==> src/hdl/drcs_pkg.sv <==
package drcs_pkg;

  localparam int CFG_IDX_W = 3;

  localparam logic [CFG_IDX_W-1:0] CFG_PSIZE    = 3'd0;
  localparam logic [CFG_IDX_W-1:0] CFG_POFFSET  = 3'd1;
  localparam logic [CFG_IDX_W-1:0] CFG_SHIFT    = 3'd2;
  localparam logic [CFG_IDX_W-1:0] CFG_LABEL    = 3'd3;
  localparam logic [CFG_IDX_W-1:0] CFG_LABEL_WR = 3'd4;
  localparam logic [CFG_IDX_W-1:0] CFG_DEV_ERR  = 3'd5;

  localparam logic [2:0] ST_OK    = 3'd0;
  localparam logic [2:0] ST_IO    = 3'd1;
  localparam logic [2:0] ST_RANGE = 3'd2;
  localparam logic [2:0] ST_LABEL = 3'd3;
  localparam logic [2:0] ST_EOP   = 3'd4;

  // Command kinds, emitted in this order.
  localparam int K_REJ = 0;
  localparam int K_ALN = 1;
  localparam int K_HRD = 2;
  localparam int K_HWR = 3;
  localparam int K_MID = 4;
  localparam int K_TRD = 5;
  localparam int K_TWR = 6;
  localparam int NKIND = 7;

  localparam int AW = 33;

  typedef struct packed {
    logic [31:0] psize;
    logic [31:0] poff;
    logic [2:0]  shift;
    logic [15:0] label;
    logic        label_wr;
    logic        dev_err;
  } cfg_t;

  typedef struct packed {
    logic signed [31:0] bn;
    logic [23:0]        bcount;
    logic               rd;
  } req_t;

  typedef struct packed {
    logic [6:0]    bn_low;
    logic [23:0]   bcount;
    logic          rd;
    logic [15:0]   sz;
    logic          neg;
    logic          over;
    logic [33:0]   room;
    logic [AW-1:0] abs0;
    logic [AW-1:0] abs_al;
  } sum_t;

  typedef struct packed {
    logic [2:0]    status;
    logic          rd;
    logic [23:0]   bcount;
    logic          aligned;
    logic          has_head;
    logic [6:0]    bn_low;
    logic [AW-1:0] abs0;
    logic [AW-1:0] abs_al;
  } chk_t;

  typedef struct packed {
    logic [2:0]    status;
    logic          rd;
    logic [23:0]   bcount;
    logic [15:0]   boff;
    logic [AW-1:0] abs0;
    logic [AW-1:0] abs_al;
    logic [AW-1:0] a1;
    logic [16:0]   head_count;
    logic [23:0]   mid_count;
    logic [15:0]   r2;
  } plan_t;

  typedef struct packed {
    logic [2:0]  status;
    logic        is_write;
    logic [31:0] device_block;
    logic [15:0] block_count;
    logic [23:0] transfer_bytes;
    logic        via_bounce;
    logic [15:0] bounce_offset;
    logic [15:0] copy_bytes;
    logic [23:0] user_offset;
    logic        last;
  } cmd_t;

  function automatic logic [16:0] blk_bytes(input logic [2:0] sh);
    return 17'd512 << sh;
  endfunction

  function automatic logic [6:0] low_mask(input logic [2:0] sh);
    return 7'((8'd1 << sh) - 8'd1);
  endfunction

  function automatic logic [31:0] dev_addr(input logic [AW-1:0] a, input logic [2:0] sh);
    return 32'(a >> sh);
  endfunction

  function automatic logic [15:0] blk_count(input logic [23:0] bytes, input logic [2:0] sh);
    return 16'((bytes >> 9) >> sh);
  endfunction

endpackage

==> src/hdl/drcs_check.sv <==
module drcs_check (
  input  logic           clk,
  input  logic           rst,
  input  drcs_pkg::cfg_t cfg,
  input  logic           req_valid,
  output logic           req_ready,
  input  drcs_pkg::req_t req,
  output logic           chk_valid,
  input  logic           chk_ready,
  output drcs_pkg::chk_t chk
);
  import drcs_pkg::*;

  logic [6:0]  lmask;
  logic [15:0] sz;
  sum_t        a_next;
  sum_t        a_q;
  logic        a_valid;
  logic        a_ready;
  chk_t        b_next;
  logic        b_ready;
  logic [15:0] sz_f;
  logic        lab_le;
  logic        lab_gt;
  logic [23:0] mask24;

  assign lmask = low_mask(cfg.shift);
  assign sz = 16'((25'(req.bcount) + 25'd511) >> 9);

  always_comb begin
    a_next.bn_low = req.bn[6:0] & lmask;
    a_next.bcount = req.bcount;
    a_next.rd = req.rd;
    a_next.sz = sz;
    a_next.neg = req.bn[31];
    a_next.over = ({2'b0, req.bn[30:0]} + {17'b0, sz}) > {1'b0, cfg.psize};
    a_next.room = {2'b0, cfg.psize} - {3'b0, req.bn[30:0]};
    a_next.abs0 = {2'b0, req.bn[30:0]} + {1'b0, cfg.poff};
    a_next.abs_al = {2'b0, req.bn[30:7], req.bn[6:0] & ~lmask} + {1'b0, cfg.poff};
  end

  assign sz_f = a_q.over ? a_q.room[15:0] : a_q.sz;
  assign lab_le = a_q.abs0 <= {17'b0, cfg.label};
  assign lab_gt = ({1'b0, a_q.abs0} + {18'b0, sz_f}) > {18'b0, cfg.label};
  assign mask24 = {7'b0, blk_bytes(cfg.shift) - 17'd1};

  always_comb begin
    b_next.rd = a_q.rd;
    b_next.bn_low = a_q.bn_low;
    b_next.abs0 = a_q.abs0;
    b_next.abs_al = a_q.abs_al;
    b_next.bcount = a_q.over ? {a_q.room[14:0], 9'b0} : a_q.bcount;
    b_next.aligned = (a_q.bn_low == 7'd0) && ((b_next.bcount & mask24) == 24'd0);
    b_next.has_head = (a_q.bn_low != 7'd0) ||
                      (b_next.bcount < {7'b0, blk_bytes(cfg.shift)});
    priority if (cfg.dev_err) begin
      b_next.status = ST_IO;
    end else if (a_q.neg) begin
      b_next.status = ST_RANGE;
    end else if (a_q.over && a_q.room[33]) begin
      b_next.status = ST_RANGE;
    end else if (a_q.over && (a_q.room == 34'd0)) begin
      b_next.status = ST_EOP;
    end else if (!a_q.rd && !cfg.label_wr && lab_le && lab_gt) begin
      b_next.status = ST_LABEL;
    end else begin
      b_next.status = ST_OK;
    end
  end

  assign b_ready = !chk_valid || chk_ready;
  assign a_ready = !a_valid || b_ready;
  assign req_ready = a_ready;

  always_ff @(posedge clk) begin
    if (rst) begin
      a_valid <= 1'b0;
      chk_valid <= 1'b0;
    end else begin
      if (a_ready) begin
        a_valid <= req_valid;
      end
      if (b_ready) begin
        chk_valid <= a_valid;
      end
    end
  end

  always_ff @(posedge clk) begin
    if (a_ready && req_valid) begin
      a_q <= a_next;
    end
    if (b_ready && a_valid) begin
      chk <= b_next;
    end
  end

endmodule

==> src/hdl/drcs_split.sv <==
module drcs_split (
  input  logic           clk,
  input  logic           rst,
  input  drcs_pkg::cfg_t cfg,
  input  logic           chk_valid,
  output logic           chk_ready,
  input  drcs_pkg::chk_t chk,
  output logic           done,
  output drcs_pkg::cmd_t cmd
);
  import drcs_pkg::*;

  logic [16:0]      bsize;
  logic [23:0]      mask24;
  logic [7:0]       units;
  logic [15:0]      boff;
  logic [16:0]      head_room;
  logic             over_head;
  logic [23:0]      r1;
  plan_t            plan_new;
  logic [NKIND-1:0] pend_new;
  plan_t            plan;
  logic [NKIND-1:0] pend;
  logic [NKIND-1:0] pend_rest;
  logic             p_free;
  logic [AW-1:0]    a2;
  logic [23:0]      tail_user;
  cmd_t             cmd_next;

  assign bsize = blk_bytes(cfg.shift);
  assign mask24 = {7'b0, bsize - 17'd1};
  assign units = 8'd1 << cfg.shift;
  assign boff = {chk.bn_low, 9'b0};
  assign head_room = bsize - {1'b0, boff};
  assign over_head = chk.bcount > {7'b0, head_room};

  always_comb begin
    if (!chk.has_head) begin
      r1 = chk.bcount;
    end else if (over_head) begin
      r1 = chk.bcount - {7'b0, head_room};
    end else begin
      r1 = 24'd0;
    end
  end

  always_comb begin
    plan_new.status = chk.status;
    plan_new.rd = chk.rd;
    plan_new.bcount = chk.bcount;
    plan_new.boff = boff;
    plan_new.abs0 = chk.abs0;
    plan_new.abs_al = chk.abs_al;
    plan_new.a1 = chk.abs_al + (chk.has_head ? {25'b0, units} : 33'd0);
    if (!chk.has_head) begin
      plan_new.head_count = 17'd0;
    end else if (over_head) begin
      plan_new.head_count = head_room;
    end else begin
      plan_new.head_count = chk.bcount[16:0];
    end
    plan_new.mid_count = r1 & ~mask24;
    plan_new.r2 = r1[15:0] & mask24[15:0];
  end

  always_comb begin
    pend_new = '0;
    if (chk.status != ST_OK) begin
      pend_new[K_REJ] = 1'b1;
    end else if (chk.aligned) begin
      pend_new[K_ALN] = 1'b1;
    end else if (chk.bcount != 24'd0) begin
      pend_new[K_HRD] = chk.has_head;
      pend_new[K_HWR] = chk.has_head && !chk.rd;
      pend_new[K_MID] = plan_new.mid_count != 24'd0;
      pend_new[K_TRD] = plan_new.r2 != 16'd0;
      pend_new[K_TWR] = (plan_new.r2 != 16'd0) && !chk.rd;
    end
  end

  // The lowest pending kind goes out each cycle; with one left the plan can reload.
  assign pend_rest = pend & (pend - 7'd1);
  assign p_free = pend_rest == '0;
  assign chk_ready = p_free;

  always_ff @(posedge clk) begin
    if (rst) begin
      pend <= '0;
      done <= 1'b0;
    end else begin
      done <= pend != '0;
      if (p_free) begin
        pend <= chk_valid ? pend_new : '0;
      end else begin
        pend <= pend_rest;
      end
    end
  end

  always_ff @(posedge clk) begin
    if (p_free && chk_valid) begin
      plan <= plan_new;
    end
  end

  assign a2 = plan.a1 + {18'b0, plan.mid_count[23:9]};
  assign tail_user = {7'b0, plan.head_count} + plan.mid_count;

  always_comb begin
    cmd_next = '0;
    cmd_next.last = p_free;
    priority if (pend[K_REJ]) begin
      cmd_next.status = plan.status;
    end else if (pend[K_ALN]) begin
      cmd_next.is_write = !plan.rd;
      cmd_next.device_block = dev_addr(plan.abs0, cfg.shift);
      cmd_next.block_count = blk_count(plan.bcount, cfg.shift);
      cmd_next.transfer_bytes = plan.bcount;
    end else if (pend[K_HRD] || pend[K_HWR]) begin
      cmd_next.is_write = !pend[K_HRD];
      cmd_next.device_block = dev_addr(plan.abs_al, cfg.shift);
      cmd_next.block_count = 16'd1;
      cmd_next.transfer_bytes = {7'b0, bsize};
      cmd_next.via_bounce = 1'b1;
      cmd_next.bounce_offset = plan.boff;
      cmd_next.copy_bytes = plan.head_count[15:0];
    end else if (pend[K_MID]) begin
      cmd_next.is_write = !plan.rd;
      cmd_next.device_block = dev_addr(plan.a1, cfg.shift);
      cmd_next.block_count = blk_count(plan.mid_count, cfg.shift);
      cmd_next.transfer_bytes = plan.mid_count;
      cmd_next.user_offset = {7'b0, plan.head_count};
    end else if (pend[K_TRD] || pend[K_TWR]) begin
      cmd_next.is_write = !pend[K_TRD];
      cmd_next.device_block = dev_addr(a2, cfg.shift);
      cmd_next.block_count = 16'd1;
      cmd_next.transfer_bytes = {7'b0, bsize};
      cmd_next.via_bounce = 1'b1;
      cmd_next.copy_bytes = plan.r2;
      cmd_next.user_offset = tail_user;
    end else begin
      cmd_next.last = 1'b0;
    end
  end

  always_ff @(posedge clk) begin
    cmd <= cmd_next;
  end

endmodule

==> src/hdl/disk_request_check_and_split.sv <==
// Channel   Handshake             Payload
// request   start / busy          start_block, byte_count, is_read
// config    cfg_valid / cfg_ready cfg_index, cfg_data
// command   done (strobe)         status .. last, one command per beat
//
// An accepted request yields zero to five command beats, one per cycle, from a
// single output register; the first passes the input register, the check
// stages, the plan register and the output register. A request occupies the
// plan register until its last command goes out. A request that yields no
// command raises no done strobe and leaves the pipeline at the plan register.
// Reset is synchronous and clears the configuration and all valid flags.
// The receiver cannot stall; busy rises only while the command stage is full.
module disk_request_check_and_split (
  input  logic                                clk,
  input  logic                                rst,
  input  logic                                start,
  output logic                                busy,
  input  logic signed [31:0]                  start_block,
  input  logic [23:0]                         byte_count,
  input  logic                                is_read,
  input  logic                                cfg_valid,
  output logic                                cfg_ready,
  input  logic [drcs_pkg::CFG_IDX_W-1:0]      cfg_index,
  input  logic [31:0]                         cfg_data,
  output logic                                done,
  output logic [2:0]                          status,
  output logic                                is_write,
  output logic [31:0]                         device_block,
  output logic [15:0]                         block_count,
  output logic [23:0]                         transfer_bytes,
  output logic                                via_bounce,
  output logic [15:0]                         bounce_offset,
  output logic [15:0]                         copy_bytes,
  output logic [23:0]                         user_offset,
  output logic                                last
);
  import drcs_pkg::*;

  cfg_t cfg;
  req_t s0_req;
  logic s0_valid;
  logic s0_ready;
  logic req_ready;
  logic chk_valid;
  logic chk_ready;
  chk_t chk;
  cmd_t cmd;

  assign cfg_ready = 1'b1;

  always_ff @(posedge clk) begin
    if (rst) begin
      cfg <= '0;
    end else if (cfg_valid) begin
      unique case (cfg_index)
        CFG_PSIZE:    cfg.psize <= cfg_data;
        CFG_POFFSET:  cfg.poff <= cfg_data;
        CFG_SHIFT:    cfg.shift <= cfg_data[2:0];
        CFG_LABEL:    cfg.label <= cfg_data[15:0];
        CFG_LABEL_WR: cfg.label_wr <= cfg_data[0];
        CFG_DEV_ERR:  cfg.dev_err <= cfg_data[0];
        default:      cfg <= cfg;
      endcase
    end
  end

  assign s0_ready = !s0_valid || req_ready;
  assign busy = !s0_ready;

  always_ff @(posedge clk) begin
    if (rst) begin
      s0_valid <= 1'b0;
    end else if (s0_ready) begin
      s0_valid <= start;
    end
  end

  always_ff @(posedge clk) begin
    if (start && s0_ready) begin
      s0_req.bn <= start_block;
      s0_req.bcount <= byte_count;
      s0_req.rd <= is_read;
    end
  end

  drcs_check u_check (
    .clk       (clk),
    .rst       (rst),
    .cfg       (cfg),
    .req_valid (s0_valid),
    .req_ready (req_ready),
    .req       (s0_req),
    .chk_valid (chk_valid),
    .chk_ready (chk_ready),
    .chk       (chk)
  );

  drcs_split u_split (
    .clk       (clk),
    .rst       (rst),
    .cfg       (cfg),
    .chk_valid (chk_valid),
    .chk_ready (chk_ready),
    .chk       (chk),
    .done      (done),
    .cmd       (cmd)
  );

  assign status = cmd.status;
  assign is_write = cmd.is_write;
  assign device_block = cmd.device_block;
  assign block_count = cmd.block_count;
  assign transfer_bytes = cmd.transfer_bytes;
  assign via_bounce = cmd.via_bounce;
  assign bounce_offset = cmd.bounce_offset;
  assign copy_bytes = cmd.copy_bytes;
  assign user_offset = cmd.user_offset;
  assign last = cmd.last;

endmodule
==> config.mk <==
export PLATFORM = sky130hd
export DESIGN_NAME = disk_request_check_and_split
export DESIGN_NICKNAME = d
export VERILOG_FILES = /design/src/hdl/drcs_pkg.sv /design/src/hdl/drcs_check.sv /design/src/hdl/drcs_split.sv /design/src/hdl/disk_request_check_and_split.sv
export SDC_FILE = /design/constraint.sdc
export NUM_CORES = 2
export LEC_CHECK = 0
export BUFFER_PORTS_ARGS = -buffer_cell sky130_fd_sc_hd__buf_2
export CORE_ASPECT_RATIO = 1.2
export CORE_UTILIZATION = 35
export CTS_CLUSTER_DIAMETER = 40
export CTS_CLUSTER_SIZE = 16
export DETAILED_ROUTE_END_ITERATION = 8
export GPL_ROUTABILITY_DRIVEN = 1
export SLEW_MARGIN = 25
export SYNTH_ARGS = -nofsm -noshare
export SYNTH_HDL_FRONTEND = slang
export SYNTH_SLANG_ARGS = --single-unit
==> constraint.sdc <==
create_clock -name clk -period 13.5 [get_ports clk]
set_input_delay 2.7 -clock clk [delete_from_list [all_inputs] [get_ports clk]]
set_output_delay 2.7 -clock clk [all_outputs]
set_load 0.05 [all_outputs]
[Yosys cells after proc, flatten, opt, wreduce, memory -nomap -nowiden]
Cells that the tools add are included.
Storage, ports and cells
  flip-flop bits (word level): 722
  latch bits: 0
  bits in writable memories: 0
  ROM bits: 0
  input bits: 96
  output and inout bits: 137
  logic and storage cells: 176
  memories: 0
Cells by class
  add/subtract/negate cells: 14
  multiply operators: 0
  div/mod/pow operators: 0
  $lt $le $gt $ge: 5
  equal/unequal tests: 5
  shift operators: 8
  muxes and demuxes: 31
  bitwise logic cells: 10
  reductions and logical operators: 50
Operators with widths (number)
  two-way mux 74 bit: 2
  two-way mux 73 bit: 2
  >> shifter 33 x 3 -> 32 bit: 4
  two-way mux 24 bit: 3
  adder 31 x 32 -> 33 bit: 2
  two-way mux 16 bit: 3
  nonzero test 24 bit: 2
  two-way mux 40 bit: 1
  adder 33 x 16 -> 34 bit: 1
  greater-than comparator 34 x 16 -> 1 bit: 1
  zero test 34 bit: 1
  two-way mux 17 bit: 2
  adder 33 x 15 -> 33 bit: 1
  adder 33 bit: 1
  greater-than comparator 33 x 32 -> 1 bit: 1
  less-or-equal comparator 33 x 16 -> 1 bit: 1
  subtractor 32 x 31 -> 33 bit: 1
  adder 31 x 16 -> 32 bit: 1
  >> shifter 15 x 3 -> 16 bit: 2
  adder 24 x 9 -> 25 bit, second input constant: 1
  adder 17 x 24 -> 24 bit: 1
  bitwise AND 24 x 17 -> 24 bit: 1
  bitwise AND 24 bit: 1
  greater-than comparator 24 x 17 -> 1 bit: 1
  other kinds (35): 86

[Longest topological paths before layout]
  word-level depth: 13
  mapped depth: 29
  gate-level depth less buffers: 29

[Cells and area by module]
From an unflattened synthesis, not the netlist that was laid out.
Second synthesis, totals
  cell total of the unflattened synthesis: 4036
  area, all modules: 41667.5 µm²
Modules (own cells, without submodules)
  drcs_split: instances 1, cells each 2028, area an instance 19473.7 µm², sequential area each 8107.8 µm²
  drcs_check: instances 1, cells each 1627, area an instance 16935.0 µm², sequential area each 7607.3 µm²
  disk_request_check_and_split: instances 1, cells each 381, area an instance 5258.8 µm², sequential area each 3433.3 µm²

[Worst setup path before layout]
Ideal clock, no wire load.
  path kind: reg2reg
  start: register u_split.pend[0]
  end: register u_check.a_q[0] (netlist bit), enable pin
  library setup time: 0.886 ns
  arrival time: 12.156 ns
  required time: 12.614 ns
  setup slack: 0.458 ns
  cell stages (with the launch flop): 8
  buffers on the path: 1
  clock period less this slack: 13.042 ns
  cell sequence: dfxtp_1 -> clkbuf_1 -> nor2_1 -> nand2_1 -> nor2_1 -> o21ai_0 -> and2_1 -> a21boi_0
On the way
  cells in the longest elaborated chain, start to end: 6
RTL lines
  start: declaration: line drcs_split.sv:23  | logic [NKIND-1:0] pend;
  start signal: assignment: line drcs_split.sv:93  | pend <= chk_valid ? pend_new : '0;
  start signal: assignment: line drcs_split.sv:95  | pend <= pend_rest;
  subtractor 7 x 1 -> 7 bit: line drcs_split.sv:82  | assign pend_rest = pend & (pend - 7'd1);
  bitwise AND 7 bit (*): line drcs_split.sv:82
  zero test 7 bit (*): line drcs_split.sv:83  | assign p_free = pend_rest == '0;
  logical OR 1 bit (*): line drcs_check.sv:71  | assign b_ready = !chk_valid || chk_ready;
  logical OR 1 bit (*): line drcs_check.sv:72  | assign a_ready = !a_valid || b_ready;
  logical AND 1 bit (*): line drcs_check.sv:90  | if (a_ready && req_valid) begin
  end signal: assignment: line drcs_check.sv:91  | a_q <= a_next;
  end: declaration: line drcs_check.sv:17  | sum_t a_q;
Every way passes the cells marked *; elsewhere a longest branch is shown, timed or not.
A chain may end at the register's enable or synchronous reset.

==> impl_metrics.tcl <==
set metrics [dict create \
    drt_iter0_drc 2521 \
    seqPwrFrac_pct 42.0 \
    dpl.hpwl_um 93200 \
    post_cts_resized 0 \
    cts_made_buffers 105 \
    root_buffer "clkbuf_16" \
    layout_min_cycle_time_ps 6360 \
    hold_viol_final 0 \
    clk_pin_slew_worst_paths_ps 60 \
    swShare_pct 26.7 \
    yosys-top-cells-area "edfxtp_1 (37%), dfxtp_1 (11%), ha_1 (6.7%)" \
    wl_per_cell_um 21.1 \
    place_ws_ps 7130 \
    drt_wl_total_um 122000 \
    die_y_um 373 \
    first_pass_iters 6 \
    power_density_nw_per_um2 126 \
    cp_data_required_time_ps 14060 \
    netlist_area_sq_um 40200 \
    fmax_mhz 157 \
    yosysSeqAreaShare_pct 47.6 \
    nets 4491 \
    cp.buffers_inverters 2 \
    synth_seq_cells 711 \
    peakVddDrop_uv 115 \
    netlist.area_leader.share_pct 36.7 \
    skew_ps 42.0 \
    drv_cap 0 \
    area_growth_pct 15.8 \
    via_per_inst 5.43 \
    cts_sinks 711 \
    p_leak_nw 18.0 \
    path_cells "clkinv_2 > nand3_1 > inv_1 > ha_1 > and3b_1 > mux2i_1 > nand2_1 > xnor2_1 > ha_1 > a21boi_0 > o22a_1 > a32oi_2 > o211ai_2 > o211ai_4 > a21boi_2 > nor3_2 > nor2_1 > nor4_1 > a31oi_1" \
    core_sq_um 113000 \
    grt_usage_pct 20.3 \
    ys_top_cells_by_count "edfxtp_1 (491), nand2_1 (435), a21oi_1 (342)" \
    worst_path_dominant_cell_family "simple AND/OR/NAND/NOR gates" \
    fp.dieW_um 311 \
    ys.flop_type "edfxtp_1" \
    grt_pass1_wl_um 183000 \
    clk_path_buf_depth 3 \
    crit_path_start_kind "flip-flop" \
    power_switching_mw 1.56 \
    cp_common_cell "ha_1" \
    cts_setup_buffers 0 \
    num_rows 135 \
    n_fill_cell 11000 \
    tns_ps 0 \
    timing.setup.critical_path_class "flip-flop to flip-flop" \
    cts_tree "built" \
    power.internal_mw 4.29 \
    postSynthAreaPerCell_sq_um 10.0 \
    report.final.setup_viol 0 \
    rsz0062_at_grt "no" \
    max_stage_delay_ps 830 \
    fin_crit_sh_pct 47.1 \
    post-route-util_pct 41.1 \
    yosysWarnings 0 \
    fin_cells 5772 \
    worst_pin_slew_ps 1020 \
    worstPathArrival_ps 6930 \
    drc_errors 0 \
    synth_edf_count 491 \
    drtAntennaViolNets 0 \
    clkLatencyLatePin_ps 700 \
    dr_total_vias 31300 \
    max_slew_margin_pct 29.9 \
    io_pins 233 \
    grt_pass1_vias 30300 \
    async_reset_ff_share_pct 0 \
    hold_class "flip-flop to flip-flop" \
    p_clk_share_pct 48.7 \
    cts_hold_repair.buffers 0 \
    port_buffers 221 \
    initial_core_util_pct 35.5 \
    synth_cell_types 102 \
    yosysMostFrequentCell "edfxtp_1" \
    globalplace.congestion 0.942 \
    end_kind "flip-flop" \
    synth_cells 4001 \
    cp_max_fo 64 \
    run_status "completed" \
    fin_ws_ps 7140 \
    antenna_found_initial 6 \
    crit_path_top_delay_cell "dfxtp_4" \
    grt_max_degree 89 \
    power_frac_comb_pct 9.2 \
    h-tree-depth 3 \
    drv_slew 0 \
    overflow 0 \
    synth_top_area_cell "edfxtp_1" \
    dpl.cell_count 5571 \
    drive_gt1_share_pct 13.8 \
    dieArea_sq_um 116000 \
]
-- cells by family (layout without fill, tap and decap cells) --
logic type	count (synthesis)	after routing	share of synthesized area, %
flip-flops	711	711	47.6
XOR/XNOR	224	224	4.88
adder cells (fa/ha/maj)	226	226	7.19
AND/OR/NAND/NOR	1185	1185	13.9
multiplexers	187	187	5.66
buffers and inverters	423	676	4.10
AO/OA/AOI/OAI	1043	1043	16.6
other	2	13	0.0187
-- routing by layer --
metal | vias to the layer above | part of all wire [%] | track usage [%]
li1 | 15000 | - | -
met1 | 15000 | 43 | 26.5
met2 | 1112 | 47 | 34.1
met3 | 215 | 6.2 | 3.20
met4 | 8 | 3.0 | 6.94
met5 | - | 0.037 | 0
-- metrics by stage --
stage          hold slack (ps)  power (mW)  instance area, sq um
6_report                   398        5.85                 46600
5_1_grt                    396        6.06                 46600
4_1_cts                    390        5.90                 46600
3_5_place_dp               405        3.04                 42800
3_3_place_gp               403        3.03                 42800
2_1_floorplan              400        2.88                 40200
-- power groups by stage --
stage,Clock [mW],Combinational [mW],Sequential (mW)
final,2.85,0.541,2.46
after global routing,3.00,0.596,2.46
after CTS,2.91,0.537,2.46
after detailed placement,0,0.533,2.50
after global placement,0,0.528,2.50
after floorplan,0,0.389,2.49
-- cell usage in the layout (no fill, tap or decap), types with 41 or more instances in the layout --
master and instances:
a211oi_1 44, a21o_1 84, a21oi_1 342, and2_1 52, and3_1 47, buf_2 220, buf_4 41, clkbuf_16 109
dfxtp_1 217, edfxtp_1 491, ha_1 215, inv_1 210, mux2_2 42, mux2i_1 117, nand2_1 435, nand3_1 66
nor2_1 267, nor2b_1 64, nor3_1 65, o21ai_0 204, xnor2_1 160, xor2_1 64
-- state kept, by name, summed over array words and instances, names as in the netlist --
name / cells
u_split.plan: 182
u_split.done: 1
u_check.chk_valid: 1
u_check.a_q: 149
u_check.chk: 103
cfg: 85
s0_valid: 1
s0_req: 57
u_split.pend: 7
u_split.cmd: 124
u_check.a_valid: 1
-- worst register-to-register path: cells and delay by family (launching register included) --
kind                       cells  cell delay (ps)
DFF                            1              830
buffers and inverters          2              880
and+or+nand+nor                6             1980
adders and majority gates      2              610
AOI/OAI and AO/OA              7             1390
muxes                          1              310
xor gates and xnor gates       1              250
-- area by class of cell --
| cell class | instances | area (sq um) | area share [%] |
|---|---|---|---|
| timing repair buffer | 262 | 1420 | 3.05 |
| clock buffer | 116 | 2790 | 6.00 |
| antenna | 2 | 5.00 | 0.0107 |
| inverter | 215 | 815 | 1.75 |
| sequential | 711 | 19200 | 41.1 |
| multi-input combinational | 2876 | 19500 | 41.9 |
| tap | 1507 | 1890 | 4.05 |
| clock inverter | 83 | 978 | 2.10 |
-- path summary, 6_finish.rpt --
kind / from / endpoint / slack [ps] / cells after the start
setup / recovery: cfg[20] / u_split.pend[4] / 7140 / 19
hold reg to reg: u_check.chk[43] / u_split.plan[133] / 400 / 0
setup reg to reg: cfg[20] / u_split.pend[4] / 7140 / 19
hold / removal: u_check.chk[43] / u_split.plan[133] / 400 / 0
Power figures use the tool's default switching activity.
